===== src/vfdgsf_pkg.sv =====
// Shared types, constants and pixel packing for the grid scan formatter.
`timescale 1ns / 1ps
package vfdgsf_pkg;

  localparam int BytesPerPage = 6;
  localparam int PageW        = 3;   // page field width
  localparam int ColW         = 8;   // scan column width, 3*62+2 fits
  localparam int GridW        = 6;
  localparam logic [7:0] BrightnessReset = 8'd128;
  localparam logic       RegBrightness   = 1'b0;   // word index of brightness
  localparam logic       ActWrite        = 1'b0;
  localparam logic       ActTick         = 1'b1;

  typedef enum logic [1:0] {
    ST_CLEAR,
    ST_IDLE,
    ST_SCAN
  } state_t;

  // one formatted page handed from the reader to the output stage
  typedef struct packed {
    logic                    load;
    logic                    start;
    logic                    last_page;
    logic [GridW-1:0]        grid;
    logic [8*BytesPerPage-1:0] bytes;
  } emit_load_t;

  // Pack the three columns of one grid and page into six serial bytes.
  function automatic logic [8*BytesPerPage-1:0] pack_page(input logic [7:0] c0,
                                                          input logic [7:0] c1,
                                                          input logic [7:0] c2,
                                                          input logic odd);
    logic [7:0]                cols [3];
    logic [8*BytesPerPage-1:0] r;
    cols[0] = c0;
    cols[1] = c1;
    cols[2] = c2;
    r = '0;
    for (int k = 0; k < 24; k++) begin
      if (odd) begin
        r[(k / 4) * 8 + 2 * (k % 4) + 1] = cols[2 - (k % 3)][k / 3];
      end else begin
        r[(k / 4) * 8 + 2 * (k % 4)] = cols[k % 3][k / 3];
      end
    end
    return r;
  endfunction

endpackage


===== src/vfdgsf_grid_scan_top_placeholder.sv =====
// Read sequencer: fetches the three columns of each page and gathers them.
`timescale 1ns / 1ps
module vfdgsf_reader #(
  parameter int COLUMNS = 128,
  parameter int PAGES   = 8,
  parameter int AW      = 10
) (
  input  logic                         clk,
  input  logic                         rst,
  input  logic                         start_scan,
  input  logic [vfdgsf_pkg::ColW-1:0]  base_col,
  input  logic                         active,
  input  logic                         can_load,
  input  logic [7:0]                   mem_q,
  output logic                         re,
  output logic [AW-1:0]                raddr,
  output logic                         gather_full,
  output logic                         rd_wait,
  output logic                         xfer,
  output logic                         last_page,
  output logic [8*vfdgsf_pkg::BytesPerPage-1:0] bytes,
  input  logic                         odd
);
  import vfdgsf_pkg::*;

  logic [PageW-1:0] rd_page;
  logic [1:0]       rd_sub;
  logic [PageW-1:0] xfer_page;
  logic             rvld_q;
  logic [1:0]       sub_q;
  logic             zero_q;
  logic [7:0]       gather [3];
  logic [ColW-1:0]  col_rd;
  logic             col_ok;

  assign col_rd    = base_col + ColW'(rd_sub);
  assign col_ok    = (32'(col_rd) < COLUMNS);
  assign re        = active && !rd_wait;
  assign raddr     = col_ok ? AW'(32'(rd_page) * COLUMNS + 32'(col_rd)) : '0;
  assign xfer      = gather_full && can_load;
  assign last_page = (xfer_page == PageW'(PAGES - 1));
  assign bytes     = pack_page(gather[0], gather[1], gather[2], odd);

  always_ff @(posedge clk) begin
    if (rst) begin
      rd_wait     <= 1'b1;
      gather_full <= 1'b0;
      rvld_q      <= 1'b0;
      rd_page     <= '0;
      rd_sub      <= '0;
      xfer_page   <= '0;
    end else if (start_scan) begin
      rd_wait     <= 1'b0;
      gather_full <= 1'b0;
      rvld_q      <= 1'b0;
      rd_page     <= '0;
      rd_sub      <= '0;
      xfer_page   <= '0;
    end else begin
      rvld_q <= re;
      if (re) begin
        if (rd_sub == 2'd2) begin
          rd_sub  <= '0;
          rd_wait <= 1'b1;
          rd_page <= rd_page + PageW'(1);
        end else begin
          rd_sub <= rd_sub + 2'd1;
        end
      end
      if (rvld_q && sub_q == 2'd2) begin
        gather_full <= 1'b1;
      end
      // hand the page over; resume fetching unless this was the final page
      if (xfer) begin
        gather_full <= 1'b0;
        xfer_page   <= xfer_page + PageW'(1);
        if (!last_page) begin
          rd_wait <= 1'b0;
        end
      end
    end
  end

  always_ff @(posedge clk) begin
    sub_q  <= rd_sub;
    zero_q <= !col_ok;
    if (rvld_q) begin
      gather[sub_q] <= zero_q ? 8'h00 : mem_q;
    end
  end

endmodule


===== config.mk =====
export PLATFORM = sky130hd
export DESIGN_NAME = vfdgsf_reader
export DESIGN_NICKNAME = d
export VERILOG_FILES = /design/src/vfdgsf_pkg.sv /design/src/vfdgsf_grid_scan_top_placeholder.sv
export SDC_FILE = /design/constraint.sdc
export NUM_CORES = 1
export LEC_CHECK = 0
export BUFFER_PORTS_ARGS = -buffer_cell sky130_fd_sc_hd__buf_4
export CAP_MARGIN = 20
export CORE_MARGIN = 3
export CORE_UTILIZATION = 40
export CTS_BUF_LIST = sky130_fd_sc_hd__clkbuf_4
export DETAILED_ROUTE_END_ITERATION = 6
export PLACE_DENSITY_LB_ADDON = 0.12
export SYNTH_ARGS = -nofsm -noshare
export SYNTH_HDL_FRONTEND = slang
export SYNTH_SLANG_ARGS = --single-unit

===== constraint.sdc =====
create_clock -name clk -period 2.13 [get_ports clk]
set_clock_uncertainty 0.15 [all_clocks]
set_input_delay 0.1065 -clock clk [delete_from_list [all_inputs] [get_ports clk]]
set_output_delay 0.1065 -clock clk [all_outputs]
set_load 0.005 [all_outputs]

Word level (Yosys, flattened, before mapping)
Memories as Yosys holds them, arrays and structs flattened. Cells that the tools add are included.

Logic and storage cells: 84. Bits in registers: 14. Input bits: 22. Memory bits (writable): 24. Output and inout port bits: 63. Memories kept: 1.

Add/subtract/negate cells: 5. Muxes and demuxes: 58. Equal/unequal tests: 3. Reduce and logical (&&, ||, !) cells: 8. Order comparisons: 1.

Memory list: gather (depth 3, bits a word 8, read ports 3, clocked after Yosys merged registers in 0, write ports 1, line vfdgsf_grid_scan_top_placeholder.sv:32) `logic [7:0] gather [3];`.

Operators with widths (count): $mux 1 (55); $add 10x8->10 (1); $mux 10 (1); $add 8x2->8 (1); $lt 8x8->1 const B (1); $mux 8 (1); $add 3x1->3 const B (2); $eq 2x2->1 const B (2); $eq 3x3->1 const B (1); $logic_and 1x1->1 (3); $reduce_or 3->1 (1); $add 2x1->2 const B (1); $logic_not 1->1 (2); $mux 2 (1); $reduce_and 2->1 (1); $reduce_or 2->1 (1).

Depth between registers and ports, before layout
Depth in word-level cells: 6. Depth in mapped cells: 7. Gate-level depth less buffers: 7.

Worst setup path before layout
Ideal clock, no wire load.

Path type: flip-flop to output port. From: reg rd_sub[1]. To: out raddr[9]. Arrival: 1779 ps. Slack: 94 ps. Required time: 1874 ps. Cell stages (with the launch flop): 8. Buffers on the path: 0. Cells stage by stage: dfxtp_1 > ha_1 > a21oi_2 > o31a_1 > o21a_1 > ha_1 > xnor2_1 > nor3_1.

Word-level cells in the longest chain between the ends: 3. Elaborated cells between the ends (all ways): 4. Classes of those cells: add/sub (2); order compare (1); mux (1).

Ends and longest elaborated chain: start, declared (line vfdgsf_grid_scan_top_placeholder.sv:27) `logic [1:0] rd_sub;`; start signal, assigned (line vfdgsf_grid_scan_top_placeholder.sv:67) `rd_sub <= rd_sub + 2'd1;`; $add 8x2->8 (*) (line vfdgsf_grid_scan_top_placeholder.sv:36) `assign col_rd = base_col + ColW'(rd_sub);`; $add 10x8->10 or $lt 8x8->1 (tied branches) (line vfdgsf_grid_scan_top_placeholder.sv:39, vfdgsf_grid_scan_top_placeholder.sv:37); $mux 10 (*) (line vfdgsf_grid_scan_top_placeholder.sv:39) `assign raddr = col_ok ? AW'(32'(rd_page) * COLUMNS + 32'(col_rd)) : '0;`; end, declared (line vfdgsf_grid_scan_top_placeholder.sv:16) `output logic [AW-1:0] raddr,`.

Every way passes the cells marked *; elsewhere a longest branch is shown, timed or not.

Worst setup path after layout
Same ends and word-level chain as after synthesis.

==> results.cfg <==
[synth]
synth-edff-count = 24
ys_ff_latch = 38
synth-seq-area-share_pct = 50.8
synth-simple-area-share_pct = 32.3
synthFlopType = edfxtp_1
syn-num-nets = 215
async_flop_share_pct = 0
synth-compound-area-share_pct = 6.73
yosys_warnings = 0
synth_mux_area_share_pct = 0
synth_fa_ha_area_share_pct = 4.83
syn_avg_cell_area_sq_um = 10.6
synth-xor-area-share_pct = 1.78
synthDistinctLibCells = 40
synth_area_sq_um = 1970
netlist_instances = 186
synth_top_family_by_area = simple AND/OR/NAND/NOR gates

[sta]
fmax_ghz = 0.423
rsz0062_at_grt = true
fin_crit_sh_pct = 111
setup_ws_ns = -0.233
period_needed_ns = 2.36
worst_slew_pin_slew_ns = 0.715
drv_slew = 0
maxSlewHeadroom_pct = 52.1
finalSetupViolations = 5
hold_viol = 0

[global_route]
antenna_found_initial = 0
grt_pass1_vias = 1536
grt_pass1_wl_mm = 6.85
grt_start_max_net_pins = 49
overflow = 0
track_usage_pct = 14.5

[clock_tree]
cts_tree = done
clock_latency_ns = 0.34
htree_levels = 2
numClockSinks = 38
clkTransAtPathRegs_ns = 0.11
cts_buffers = 5
cts_root_buf = clkbuf_4
clk_path_buf_depth = 2

[drt]
wl_per_cell_microns = 12.2
final_antenna_net_count = 0
vias_per_cell = 4.63
drt_iter0_drc = 32
vias = 1620
firstDrtPassIters = 4
drc = 0
totalWireLength_mm = 4.25

[worst_hold_path]
hp-class = primary input to register

[setup_path]
cp-start-kind = register
cp-end-kind = primary output
critPathMaxStageDelay_ns = 0.37
crit_slowest_cell = dfxtp_4
worstPathRequired_ns = 1.87
arrival_ns = 2.11
path_cells = ha_4, a21oi_4, o31a_1, o21a_1, ha_4, xnor2_2, nor3_2, buf_4
criticalPathCategory = register to primary output
critPathMaxFanout = 3
crit_path_frequent_cell = ha_4

[power]
p_sw_share_pct = 24.2
seq_power_share_pct = 59.0
power_density_nw_per_um2 = 457
comb_power_share_pct = 14.3
p_sw_uw = 325
total_power_mw = 1.34
intPower_mw = 1.02
clockPowerShare_pct = 26.7
p_leak_nw = 1.22
vdd_ir_drop_max_v = 0.000328

[cells_and_area]
syn_to_final_growth_pct = 49.4
fillers = 398
layout_common_cells = 90 x buf_4, 32 x nor2b_1, 24 x and2_1, 24 x edfxtp_1, 12 x dfxtp_1
diodes = 0
drive_gt1_share_pct = 42.8
final_common_cell = buf_4
stdcell_area_sq_um = 2940
fin_nets = 313

[floorplan]
die_area_sq_um = 5800
pin_count = 85
row_count = 24
initial_utilization_pct = 43.1
die_y_microns = 76.2
coreArea_sq_um = 4560
die_x_microns = 76.2

[placed_design]
hpwl_mm = 3.10
placed_cell_area_sq_um = 2690
place_ws_ns = 0.128
place_congestion = 0.688
port_buffers = 84

[run]
maxCapViolCount = 0

[outcome]
violations = setup timing
status = finished with violations
[per-layer routing]
layer	wire length, microns	track usage [%]	vias up
met5	0	0	-
met4	53	5.98	0
met3	297	4.02	5
met2	2110	26.6	57
met1	1790	15.6	719
li1	-	-	839
[cell usage after synthesis (2+ instances only)]
master	number	area share, %
a21oi_1	10	2.5
and2_1	24	7.6
and3b_1	2	0.89
clkbuf_1	6	1.1
dfxtp_1	14	14
edfxtp_1	24	37
ha_1	6	3.8
inv_1	11	2.1
nand2_1	7	1.3
nand2b_1	3	0.95
nand3_1	3	0.76
nor2_1	5	0.95
nor2b_1	32	10
nor3_1	3	0.76
nor3b_1	4	1.5
o21ai_0	2	0.51
o31ai_1	2	0.76
or3_1	2	0.64
or3_2	2	0.76
or4_1	2	0.76
xnor2_1	2	0.89
xor2_1	2	0.89
[state kept, by name (all words and copies together) (netlist names)]
register	flops
sub_q	2
xfer_page	3
rd_sub	2
rvld_q	1
rd_page	3
rd_wait	1
gather	24
gather_full	1
zero_q	1
[what timing repair did]
item	in CTS	in global routing
pin swaps	3	10
setup endpoints to repair	8	9
resized for setup	10	13
hold buffers	8	0
hold endpoints to repair	15	0
setup buffers	2	0
[power by group through the flow]
stage / clock network (mW) / logic, mW / registers, mW
2_1_floorplan: 0 / 0.0709 / 0.809
3_3_place_gp: 0 / 0.172 / 0.811
3_5_place_dp: 0 / 0.173 / 0.811
4_1_cts: 0.373 / 0.190 / 0.795
5_1_grt: 0.403 / 0.211 / 0.795
6_report: 0.359 / 0.193 / 0.793
[through the flow]
stage,std cells,setup TNS [ns],hold slack (ns),util (%)
after global placement,332,0,0.146,58.9
after global routing,350,-1.22,0.000380,64.4
final,350,-0.572,0.00759,64.4
after floorplan,186,0,0.0507,-
after CTS,350,-0.534,0.00244,63.0
after detailed placement,332,0,0.150,58.9
[worst max-delay path, delay by kind of cell, from the launching register on]
kind | cells | cell delay (ns)
AOI/OAI and AO/OA | 3 | 0.55
xor gates and xnor gates | 1 | 0.13
adders and majority gates | 2 | 0.44
buffers and inverters | 1 | 0.13
DFF | 1 | 0.37
and+or+nand+nor | 1 | 0.16
[final cells by class]
class	instances	area, sq um	share of cell area (%)
sequential	38	1010	34.2
clock inverter	3	16.3	0.553
tap	65	81.3	2.76
multi-input combinational	130	1000	34.1
inverter	11	41.3	1.40
timing repair buffer	98	756	25.7
clock buffer	5	37.5	1.28
[cells by family after synthesis]
kind of cell | after synthesis
xor+xnor | 4
flops | 38
buf+inv | 18
fa+ha+maj | 7
compound gates | 21
simple gates | 98
[path summary, 6_finish.rpt]
| kind | startpoint | end | slack (ns) | cells past startpoint |
|---|---|---|---|---|
| worst max register to register | xfer_page[0]$_SDFFE_PP0P_ | rd_wait$_SDFF_PP1_ | 0.40 | 5 |
| worst min-delay path | mem_q[6] | gather[2][6]$_DFFE_PP_ | 0.008 | 2 |
| worst min register to register | xfer_page[2]$_SDFFE_PP0P_ | xfer_page[2]$_SDFFE_PP0P_ | 0.32 | 2 |
| worst max-delay path | rd_sub[1]$_SDFFE_PP0P_ | raddr[9] | -0.23 | 8 |
Power figures use the tool's default switching activity.
