--- config.mk ---
export PLATFORM = sky130hd
export DESIGN_NAME = vfdgsf_emit
export DESIGN_NICKNAME = d
export VERILOG_FILES = /design/src/vfdgsf_pkg.sv /design/src/vfdgsf_emit.sv
export SDC_FILE = /design/constraint.sdc
export NUM_CORES = 1
export LEC_CHECK = 0
export BUFFER_PORTS_ARGS = -buffer_cell sky130_fd_sc_hd__buf_2
export CORE_MARGIN = 1.5
export CORE_UTILIZATION = 31
export CTS_CLUSTER_SIZE = 40
export DETAILED_ROUTE_END_ITERATION = 12
export GPL_ROUTABILITY_DRIVEN = 0
export SYNTH_ARGS = -nofsm -noshare
export SYNTH_HDL_FRONTEND = slang
export SYNTH_SLANG_ARGS = --single-unit
--- constraint.sdc ---
create_clock -name clk -period 2.2 [get_ports clk]
set_input_delay 0.44 -clock clk [delete_from_list [all_inputs] [get_ports clk]]
set_output_delay 0.44 -clock clk [all_outputs]
set_load 0.02 [all_outputs]
--- src/vfdgsf_pkg.sv ---
// Shared types, constants and pixel packing for the grid scan formatter.
`timescale 1ns / 1ps
package vfdgsf_pkg;

  localparam int BytesPerPage = 6;
  localparam int PageW        = 3;   // page field width
  localparam int ColW         = 8;   // scan column width, 3*62+2 fits
  localparam int GridW        = 6;
  localparam logic [7:0] BrightnessReset = 8'd128;
  localparam logic       RegBrightness   = 1'b0;   // word index of brightness
  localparam logic       ActWrite        = 1'b0;
  localparam logic       ActTick         = 1'b1;

  typedef enum logic [1:0] {
    ST_CLEAR,
    ST_IDLE,
    ST_SCAN
  } state_t;

  // one formatted page handed from the reader to the output stage
  typedef struct packed {
    logic                    load;
    logic                    start;
    logic                    last_page;
    logic [GridW-1:0]        grid;
    logic [8*BytesPerPage-1:0] bytes;
  } emit_load_t;

  // Pack the three columns of one grid and page into six serial bytes.
  function automatic logic [8*BytesPerPage-1:0] pack_page(input logic [7:0] c0,
                                                          input logic [7:0] c1,
                                                          input logic [7:0] c2,
                                                          input logic odd);
    logic [7:0]                cols [3];
    logic [8*BytesPerPage-1:0] r;
    cols[0] = c0;
    cols[1] = c1;
    cols[2] = c2;
    r = '0;
    for (int k = 0; k < 24; k++) begin
      if (odd) begin
        r[(k / 4) * 8 + 2 * (k % 4) + 1] = cols[2 - (k % 3)][k / 3];
      end else begin
        r[(k / 4) * 8 + 2 * (k % 4)] = cols[k % 3][k / 3];
      end
    end
    return r;
  endfunction

endpackage

--- src/vfdgsf_emit.sv ---
// Output stage: holds one formatted page and sends its six bytes as beats.
`timescale 1ns / 1ps
module vfdgsf_emit (
  input  logic                    clk,
  input  logic                    rst,
  input  vfdgsf_pkg::emit_load_t  ld,
  input  logic [7:0]              dim_level,
  output logic                    can_load,
  output logic                    m_axis_tvalid,
  input  logic                    m_axis_tready,
  output logic [23:0]             m_axis_tdata,  // serial_byte, grid_number, dim_level, pad
  output logic                    m_axis_tuser,  // frame_start
  output logic                    m_axis_tlast
);
  import vfdgsf_pkg::*;

  logic [8*BytesPerPage-1:0] pbuf;
  logic [2:0]                idx;
  logic                      full;
  logic                      start;
  logic                      last_page;
  logic [GridW-1:0]          grid;
  logic                      fire;
  logic                      at_end;

  assign fire     = full && m_axis_tready;
  assign at_end   = (idx == 3'(BytesPerPage - 1));
  assign can_load = !full || (fire && at_end);

  always_ff @(posedge clk) begin
    if (rst) begin
      full <= 1'b0;
      idx  <= '0;
    end else if (ld.load) begin
      full <= 1'b1;
      idx  <= '0;
    end else if (fire) begin
      if (at_end) begin
        full <= 1'b0;
      end else begin
        idx <= idx + 3'd1;
      end
    end
  end

  always_ff @(posedge clk) begin
    if (ld.load) begin
      pbuf      <= ld.bytes;
      start     <= ld.start;
      last_page <= ld.last_page;
      grid      <= ld.grid;
    end
  end

  assign m_axis_tvalid = full;
  assign m_axis_tdata  = {2'b00, dim_level, grid, pbuf[8*idx +: 8]};
  assign m_axis_tuser  = start;
  assign m_axis_tlast  = last_page && at_end;

endmodule

* After elaboration in Yosys (flattened, before gate mapping)
Cells that the tools add are included.
** Word-level totals
- Bits in registers :: 60
- Input bits :: 68
- Logic and storage cells :: 23
** Operators by class
- Add/sub/neg operators :: 1
- Eq/ne operators :: 1
- Shifts and indexed selects :: 1
- Mux-type cells :: 3
- Bitwise operators :: 1
- Reductions and logical operators :: 10
** Operators with widths (number)
- $shiftx 48x7->8 :: 1
- $reduce_and 2->1 :: 2
- $reduce_bool 2->1 :: 2
- $add 3x1->3 const B :: 1
- $eq 3x3->1 const B :: 1
- $logic_and 1x1->1 :: 3
- $mux 1 :: 3
- $reduce_or 2->1 :: 1
- $logic_not 1->1 :: 1
- $logic_or 1x1->1 :: 1
- $not 1->1 :: 1

* Logic depth before layout (Yosys ltp)
Gate-level depths: netlist (run 1).
- Depth in word-level cells :: 4
- Depth in mapped cells :: 7
- Mapped depth without buffers :: 5

* Worst setup path before layout (run 1)
No wires, ideal clock.
- Path kind :: register -> output
- From :: register idx[1]
- To :: output m_axis_tdata[0]
- Arrival time :: 1159 ps
- Setup slack :: 601 ps
- Cell stages (with the launch flop) :: 6
- Path through :: dfxtp_1 > buf_6 > buf_6 > inv_2 > nand2_2 > o221ai_1
** Between the ends
- Cells in the longest elaborated chain, start to end :: 1
** RTL lines
- start, declared :: RTL line vfdgsf_emit.sv:18 : logic [2:0] idx;
- start signal, assigned :: RTL line vfdgsf_emit.sv:41 : idx <= idx + 3'd1;
- $shiftx 48x7->8 :: RTL line vfdgsf_emit.sv:56 : assign m_axis_tdata = {2'b00, dim_level, grid, pbuf[8*idx +: 8]};
- end, declared :: RTL line vfdgsf_emit.sv:11 : output logic [23:0] m_axis_tdata,
No other way between the ends.

* Worst setup path after layout (run 1)
- From :: register idx[1]
- To :: output m_axis_tdata[5]
Same word-level chain as after synthesis.

==> run metrics, run 1 <==
outcome=completed; Relative slew margins=a little over three fifths; switching share of power=a little over a fifth; Post-DP HPWL=3450 µm; Pre-Repair DR Iteration Count=4; Logic pwr share=under 10%; yosys warns=0; Cell Pwr Density=775 nW/µm²; minimum clock period=a little over 2 ns; synthesized area per cell=around 17 µm²; Final Hold Slack=between 0.2 and 0.3 ns; port bufs=77; total gr overflow=0; CP peak stage delay=0.34 ns; Max clock buf depth=2; Post-CTS Resized=0; crit path max fanout=10; CP Launch Type=flip-flop; Layout Skew=~0.0015 ns; Initial Util=between 30% and 40%; Ports=96; measured slew at the worst slew-check pin=between 0.5 and 0.6 ns; setup bufs post-CTS=0; synthesis-to-finish area growth=24.8%; Routed Antenna Nets=0; Vias=~1.4k; largest area contributor in the netlist=edfxtp_1; Avg WL per Cell=14.3 µm; flops & latches, synth=60; cell breakdown of the critical path=buf_4 -> mux2i_1 -> or3_1 -> o221ai_1 -> buf_2; vias in the first global route=approximately 1.4k; # rows=31; endpoint type of the worst setup path=output pin; Max VDD drop=375 µV; CP bufs+invs=2; fmax=just under 500 MHz; n_diodes=0; fillers=710; drt first-iter violations=between 70 and 80; CP required=1.76 ns; global-route wire length before repair=7040 µm; MaxCap Viol Count=0; top cells by area, synth=edfxtp_1 (70%), mux2i_1 (10%), dfxtp_1 (3.3%), buf_4 (3.1%), o221ai_1 (2.9%); Post-Syn Instances=140; minimum setup slack in the final design=roughly 0.15 ns; Die X-Extent=slightly above 90 µm; RSZ-0062 raised after global routing=no; H-tree depth=3; # clock sinks=60; Yosys top cell area share=~70%; final cycle utilization of the critical path=93.3%; setup_tns=0 ns; Seq/Total Area, Yosys=between 70% and 80%; cell-internal power=approximately 1800 µW; CTS tree=done; Hold Violations, Final=0; Hold-fix buffers, CTS=0; crit path kind=flip-flop to output pin; Async S/R FF share, synth=0%; commonest non-fill, non-tap cell in the layout=buf_2; total global routing track utilization=between 10% and 20%; Crit path arrival time=1.61 ns; fin. max-slew vios=0; most frequent cells in the layout=buf_2 (77), edfxtp_1 (56), mux2i_1 (24); Mapped Area=approximately 2400 µm²; drt total wl=around 4600 µm; Clock transition at path regs=0.06 ns; HP Class=input port to flip-flop; nets@finish=290; P_sw=slightly above 500 µW; clock power share=32.3%; largest delay contributor family on the critical path=buffers and inverters; layout cells sized above 1=a little under half; Post-Place Setup Slack=0.471 ns; CTS buffer count=9; Seq pwr share=roughly three fifths; Clock Tree Root=clkbuf_8; DR DRC count=0; Max stage delay cell, worst path=or3_1; core area=between 7000 and 8000 µm²; Distinct cells, synth=24; LEAKAGE=0.00115 µW; Top FF cell, synth=edfxtp_1; Clock Latency Late Sink=0.32 ns; Via density=4.39; Die Height=around 91 µm; die area=around 8300 µm²; pin count of the biggest net entering global routing=29; number of flops mapped to enable cells by yosys=between 50 and 60; Finish-stage setup viols=0; initial antenna violation count=0
==> logic make-up (layout without fill, tap and decap cells) <==
kind of cell,count (synthesis),in the layout,share of synthesized area [%]
DFF,60,60,73.6
AOI/OAI and AO/OA,15,15,4.70
and+or+nand+nor,19,19,4.65
muxes,24,24,10.0
buffers and inverters,19,100,5.85
adders and majority gates,2,2,1.04
other,1,2,0.157
==> synth_stat cells, types with 2 or more instances <==
master	instances
inv_1	2
or3_1	10
a21oi_1	3
nand2_1	2
nor2_1	2
buf_4	10
buf_6	4
o21ai_0	2
mux2i_1	24
dfxtp_1	4
edfxtp_1	56
ha_1	2
o221ai_1	8
==> cell type report <==
type	instances	area, µm²	share of cell area (%)
clock buffers	9	124	4.15
clock inverters	4	20.0	0.670
inverters	3	11.3	0.377
multi-input cells	62	497	16.6
flip-flops and latches	60	1760	59.0
well taps	99	124	4.15
repair buffers	84	450	15.1
==> flip-flops by register name, summed over array words and instances, names as in the netlist <==
name	count
idx	3
last_page	1
m_axis_tvalid	1
m_axis_tuser	1
pbuf	48
grid	6
==> through the flow <==
step | power, µW | utilization, % | cell area (µm²) | std cells
finish | 2320 | 40.5 | 2990 | 321
global route | 2420 | 40.5 | 2990 | 321
CTS | 2360 | 40.5 | 2990 | 321
detailed placement | 1600 | 38.6 | 2840 | 308
global placement | 1600 | 38.6 | 2840 | 308
floorplan | 1500 | - | 2400 | 141
==> worst paths after layout <==
kind / start / endpoint / slack, ns / cells past startpoint
worst max-delay path: idx[1]$_SDFFE_PP0P_ / m_axis_tdata[5] / 0.15 / 5
worst min-delay path: ld[7] / pbuf[7]$_DFFE_PP_ / 0.29 / 1
worst max register to register: idx[1]$_SDFFE_PP0P_ / idx[1]$_SDFFE_PP0P_ / 0.67 / 6
worst min register to register: m_axis_tvalid$_SDFFE_PP0P_ / m_axis_tvalid$_SDFFE_PP0P_ / 0.54 / 2
==> per-layer routing <==
metal / part of all wire [%] / global-route usage [%] / up-vias / wire length [µm]
li1: - / - / 692 / -
met1: 45 / 14.9 / 649 / 2060
met2: 47 / 17.1 / 59 / 2170
met3: 6.5 / 3.79 / 8 / 297
met4: 1.4 / 6.90 / 0 / 63
met5: 0 / 0 / - / 0
==> power groups by stage <==
stage,logic [µW],clock network (µW),registers (µW)
3_5_place_dp,206,0,1390
5_1_grt,223,823,1370
2_1_floorplan,96.4,0,1400
4_1_cts,207,781,1370
6_report,203,748,1370
3_3_place_gp,205,0,1390
==> worst register-to-register path, stage by stage, from the launching register on <==
cell and delay [ns]:
dfxtp_1 0.32, buf_4 0.20, inv_2 0.06, ha_1 0.22, and2_4 0.18, or3_1 0.34, a21oi_1 0.14
(Power assumes the default switching activity.)
==> inputs of run 2 (changes only) <==
Settings changed: PLACE_DENSITY set to 0.66.
==> run 2 against run 1 <==
  * Critical path type unchanged
  * Combinational power decreased by 2%
  * Cell area increased by 2.1%
  * First-iteration DRC count increased by 1.4%
  * Worst hold slack got worse by 0.017 ns
  * Largest cell class unchanged
==> run metrics, run 2 (synthesis gave the netlist of run 1 again) <==
LEAKAGE=0.00117 µW (was 0.00115 µW); vias in the first global route=1,551 (was 1,422); DR DRC count=0 (unchanged); Die X-Extent=90.9 µm (unchanged); RSZ-0062 raised after global routing=no (unchanged); HP Class=input port to flip-flop (unchanged); crit path to=m_axis_tdata[0] (was m_axis_tdata[5]); Vias=1,412 (was 1,408); layout cells sized above 1=44.9% (was 45.5%); CP Launch Type=flip-flop (unchanged); pin count of the biggest net entering global routing=29 (unchanged); placed cell count=308 (unchanged); crit path max fanout=14 (was 10); total gr overflow=0 (unchanged); n_diodes=0 (unchanged); most frequent cells in the layout=buf_2 (77), edfxtp_1 (56), mux2i_1 (24) (unchanged); Critical path origin=idx[1]$_SDFFE_PP0P_ (unchanged); nets@finish=290 (unchanged); Top reg by flops=pbuf (unchanged); Initial Util=32.5% (unchanged); Relative slew margins=64.3% (was 62.6%); synthesis-to-finish area growth=27.3% (was 24.8%); max reg flops=48 (unchanged); Cell Pwr Density=852 nW/µm² (was 775 nW/µm²); Crit path arrival time=1.62 ns (was 1.61 ns); flop2flop setup slack=0.59 ns (was 0.67 ns); Reg2Reg Depth=6 (unchanged); total global routing track utilization=12.3% (was 11.6%); Post-DP HPWL=3430 µm (was 3450 µm); Routed Antenna Nets=0 (unchanged); measured slew at the worst slew-check pin=0.535 ns (was 0.561 ns); Clock Latency Late Sink=0.33 ns (was 0.32 ns); Clock Tree Root=clkbuf_8 (unchanged); Reg-to-Reg End=idx[1]$_SDFFE_PP0P_ (unchanged); # clock sinks=60 (unchanged); H-tree depth=3 (unchanged); fin. max-slew vios=0 (unchanged); setup_tns=0 ns (unchanged); commonest non-fill, non-tap cell in the layout=buf_2 (unchanged); crit path kind=flip-flop to output pin (unchanged); R2R Path Start=idx[1]$_SDFFE_PP0P_ (unchanged); total power=2600 µW (was 2320 µW); Layout Cells excl Fill=324 (was 321); Layout Skew=0.00255 ns (was 0.00154 ns); Hold-fix buffers, CTS=0 (unchanged); Die Height=90.9 µm (unchanged); core area=7370 µm² (unchanged); global-route wire length before repair=7410 µm (was 7040 µm); Ports=96 (unchanged); Via density=4.36 (was 4.39); Hold Path Stages=2 (was 1); Top Registers=pbuf (48), grid (6), idx (3) (unchanged); Max VDD drop=444 µV (was 375 µV); Avg WL per Cell=14.8 µm (was 14.3 µm); final cycle utilization of the critical path=93.5% (was 93.3%); CTS tree=done (unchanged); Finish-stage setup viols=0 (unchanged); Post-CTS Resized=0 (unchanged); Max clock buf depth=2 (unchanged); drt first-iter violations=72 (was 71); Pre-Repair DR Iteration Count=4 (unchanged); fmax=486 MHz (was 487 MHz); drt total wl=4810 µm (was 4600 µm); minimum clock period=2.06 ns (was 2.05 ns); # rows=31 (unchanged); port bufs=77 (unchanged); MaxCap Viol Count=0 (unchanged); cell area after layout=3050 µm² (was 2990 µm²); CTS buffer count=9 (unchanged); setup bufs post-CTS=0 (unchanged); outcome=completed (unchanged); Hold Violations, Final=0 (unchanged); endpoint type of the worst setup path=output pin (unchanged); die area=8260 µm² (unchanged); placed cell areas=2840 µm² (unchanged); CP required=1.76 ns (about the same); Clock transition at path regs=0.06 ns (about the same); initial antenna violation count=0 (unchanged)
## run 2: cell count changes in the layout (fill, tap and decap cells not counted), sizes merged
cell | before | now
clkinv | 4 | 5
bufinv | 0 | 2
## run 2: per-stage QoR
step / hold WS [ns] / utilization [%] / setup slack, ns
after global routing: 0.255 / 41.4 / 0.0216
after CTS: 0.257 / 41.4 / 0.101
final: 0.276 / 41.4 / 0.143
after global placement: 0.515 / 38.6 / 0.494
after floorplan: 0.512 / - / 0.601
after detailed placement: 0.531 / 38.6 / 0.474
## run 2: worst max-delay path: stages, from the launching register on
cell and delay [ns]:
dfxtp_1 0.33, buf_4 0.25, mux2i_1 0.11, or3_1 0.32
o221ai_1 0.08, buf_2 0.20
## run 2: how the worst min path moves through the flow
stage / from / to / slack, ns
floorplan: rst / m_axis_tvalid$_SDFFE_PP0P_ / 0.51
global placement: m_axis_tvalid$_SDFFE_PP0P_ / m_axis_tvalid$_SDFFE_PP0P_ / 0.51
CTS: rst / m_axis_tvalid$_SDFFE_PP0P_ / 0.26
finish: rst / m_axis_tvalid$_SDFFE_PP0P_ / 0.28
detailed placement: m_axis_tvalid$_SDFFE_PP0P_ / m_axis_tvalid$_SDFFE_PP0P_ / 0.53
global route: ld[0] / pbuf[0]$_DFFE_PP_ / 0.25
## run 2: layout make-up
class	instances	area (µm²)
Fill cell	702	4320
Sequential cell	60	1760
Multi-Input combinational cell	62	497
Timing Repair Buffer	84	450
Clock buffer	9	124
Tap cell	99	124
Clock inverter	7	81.3
Inverter	3	11.3
## run 2: power breakdown
group | internal [µW] | switching, µW
Combinational | 88.0 | 110
Sequential | 1340 | 26.3
Clock | 622 | 410
Total | 2050 | 546
## run 2: layer usage
layer  global-route usage, %  share of wire [%]  wire [µm]  vias to the layer above
met5                       0                  0          0                        -
met4                    5.60                1.4         65                        0
met3                    4.88                5.5        267                        9
met2                    19.0                 47       2280                       48
met1                    15.2                 46       2200                      661
li1                        -                  -          -                      694
==> inputs of run 3 (changes only) <==
Settings changed: CELL_PAD_IN_SITES_DETAIL_PLACEMENT set to 0, CELL_PAD_IN_SITES_GLOBAL_PLACEMENT set to 1, CORE_MARGIN 1.5 to unset, PLACE_DENSITY 0.66 to 0.77.
==> run 3 against run 2 <==
  * Cell area decreased by 0.78%
  * Count of clock-buffer cells in the layout unchanged
  * Register-to-register slack improved by 0.04 ns
  * Wire length decreased by 7.4%
  * Combinational power about the same
  * Sequential share of layout area increased by 0.50 points
  * Critical path type unchanged
  * Critical endpoint is now m_axis_tdata[6]
  * Largest power group unchanged
==> run metrics, run 3 (synthesis gave the netlist of run 1 again) <==
port bufs=77 (unchanged); DR DRC count=0 (unchanged); drt total wl=4450 µm (was 4810 µm); Hold-fix buffers, CTS=0 (unchanged); pin count of the biggest net entering global routing=32 (was 29); most frequent cells in the layout=buf_2 (77), edfxtp_1 (56), mux2i_1 (24) (unchanged); Crit path arrival time=1.66 ns (was 1.62 ns); minimum clock period=2.10 ns (was 2.06 ns); Layout Cells excl Fill=323 (was 324); crit path kind=flip-flop to output pin (unchanged); # clock sinks=60 (unchanged); HP Class=input port to flip-flop (unchanged); Avg WL per Cell=13.8 µm (was 14.8 µm); Via density=4.36 (about the same); total global routing track utilization=12.0% (was 12.3%); die area=8080 µm² (was 8260 µm²); fin. max-slew vios=0 (unchanged); Post-DP HPWL=3220 µm (was 3430 µm); Hold Violations, Final=0 (unchanged); clock power share=36.6% (was 39.7%); cell-internal power=1940 µW (was 2050 µW); CP peak stage delay=0.34 ns (was 0.33 ns); core area=7370 µm² (unchanged); Top Registers=pbuf (48), grid (6), idx (3) (unchanged); P_sw=530 µW (was 546 µW); Initial Util=32.5% (unchanged); Clock Latency Late Sink=0.33 ns (about the same); n_diodes=0 (unchanged); Clock Tree Root=clkbuf_8 (unchanged); initial antenna violation count=0 (unchanged); cell breakdown of the critical path=buf_6 -> mux2i_1 -> or3_1 -> o221ai_1 -> buf_2 (was buf_4 -> mux2i_1 -> or3_1 -> o221ai_1 -> buf_2); Clock transition at path regs=0.07 ns (was 0.06 ns); layout cells sized above 1=46.0% (was 44.9%); drt first-iter violations=37 (was 72); MaxCap Viol Count=0 (unchanged); max reg flops=48 (unchanged); Max VDD drop=407 µV (was 444 µV); largest delay contributor family on the critical path=buffers and inverters (unchanged); CP required=1.76 ns (about the same); Max stage delay cell, worst path=dfxtp_1 (unchanged); global-route wire length before repair=7090 µm (was 7410 µm); Layout Skew=0.00431 ns (was 0.00255 ns); final cycle utilization of the critical path=95.3% (was 93.5%); flop2flop setup slack=0.63 ns (was 0.59 ns); outcome=completed (unchanged); synthesis-to-finish area growth=26.3% (was 27.3%); Cell Pwr Density=815 nW/µm² (was 852 nW/µm²); LEAKAGE=0.00116 µW (was 0.00117 µW); commonest non-fill, non-tap cell in the layout=buf_2 (unchanged); Pre-Repair DR Iteration Count=4 (unchanged); Logic pwr share=8.1% (was 7.6%); vias in the first global route=1,435 (was 1,551); placed cell count=307 (was 308); # rows=31 (unchanged); total gr overflow=0 (unchanged); CTS buffer count=9 (unchanged); Max clock buf depth=2 (unchanged); crit path max fanout=14 (unchanged); RSZ-0062 raised after global routing=no (unchanged); setup_tns=0 ns (unchanged); setup bufs post-CTS=0 (unchanged); nets@finish=289 (was 290); Die X-Extent=89.9 µm (was 90.9 µm); Seq pwr share=55.3% (was 52.7%); Finish-stage setup viols=0 (unchanged); fmax=477 MHz (was 486 MHz); H-tree depth=3 (unchanged); Die Height=89.9 µm (was 90.9 µm); Top reg by flops=pbuf (unchanged); Vias=1,409 (was 1,412); CP Launch Type=flip-flop (unchanged); Routed Antenna Nets=0 (unchanged); endpoint type of the worst setup path=output pin (unchanged); switching share of power=21.5% (was 21.0%); Ports=96 (unchanged); CP bufs+invs=2 (unchanged); CTS tree=done (unchanged)
[run 3: cell count changes in the layout (fill, tap and decap cells not counted), sizes merged]
cell    previous run  this run
clkinv             5         6
buf               84        83
bufinv             2         1
[run 3: metal layers]
metal	part of all wire (%)	global-route usage [%]
met5	0	0
met4	1.6	6.18
met3	5.9	4.15
met2	49	18.8
met1	44	14.7
[run 3: cell type report]
type                            count  area, µm²
Fill cell                         727       4340
Sequential cell                    60       1760
Multi-Input combinational cell     62        499
Timing Repair Buffer               83        447
Clock buffer                        9        124
Tap cell                           99        124
Clock inverter                      7       57.6
Inverter                            3       11.3
[run 3: per-stage QoR]
stage                     setup WS (ns)  hold WS (ns)  cell area [µm²]  power [µW]  utilization [%]
after floorplan                   0.601         0.512             2400        1500                -
after global placement            0.376         0.528             2840        1590             38.5
after detailed placement          0.349         0.532             2840        1590             38.5
after CTS                        0.0395         0.266             3020        2510             41.0
after global routing            0.00359         0.258             3030        2590             41.1
final                             0.104         0.284             3030        2470             41.1
[run 3: power groups by stage]
stage                     Sequential [µW]  Combinational (µW)  Clock (µW)
after global placement               1390                 203           0
after CTS                            1360                 206         938
final                                1360                 201         902
after floorplan                      1400                96.4           0
after detailed placement             1390                 205           0
after global routing                 1370                 222         999
[run 3: timing repair]
| item | 4_1_cts | 5_1_grt |
|---|---|---|
| endpoints found under the setup margin | 2 | 8 |
| gates resized for setup | 1 | 2 |
| pin swaps | 0 | 0 |
[run 3: worst reg2reg max path, delay by kind of cell, from the launching register on]
family	cells	cell delay (ns)
AOI/OAI and AO/OA	1	0.14
and+or+nand+nor	2	0.52
buffers and inverters	2	0.28
DFF	1	0.34
adders and majority gates	1	0.22
[run 3: path summary, 6_finish.rpt]
path | startpoint | to | cells past startpoint
max | idx[1]$_SDFFE_PP0P_ | m_axis_tdata[6] | 5
min | rst | m_axis_tvalid$_SDFFE_PP0P_ | 2
min reg2reg | m_axis_tvalid$_SDFFE_PP0P_ | m_axis_tvalid$_SDFFE_PP0P_ | 2
max reg2reg | idx[1]$_SDFFE_PP0P_ | idx[0]$_SDFFE_PP0P_ | 6
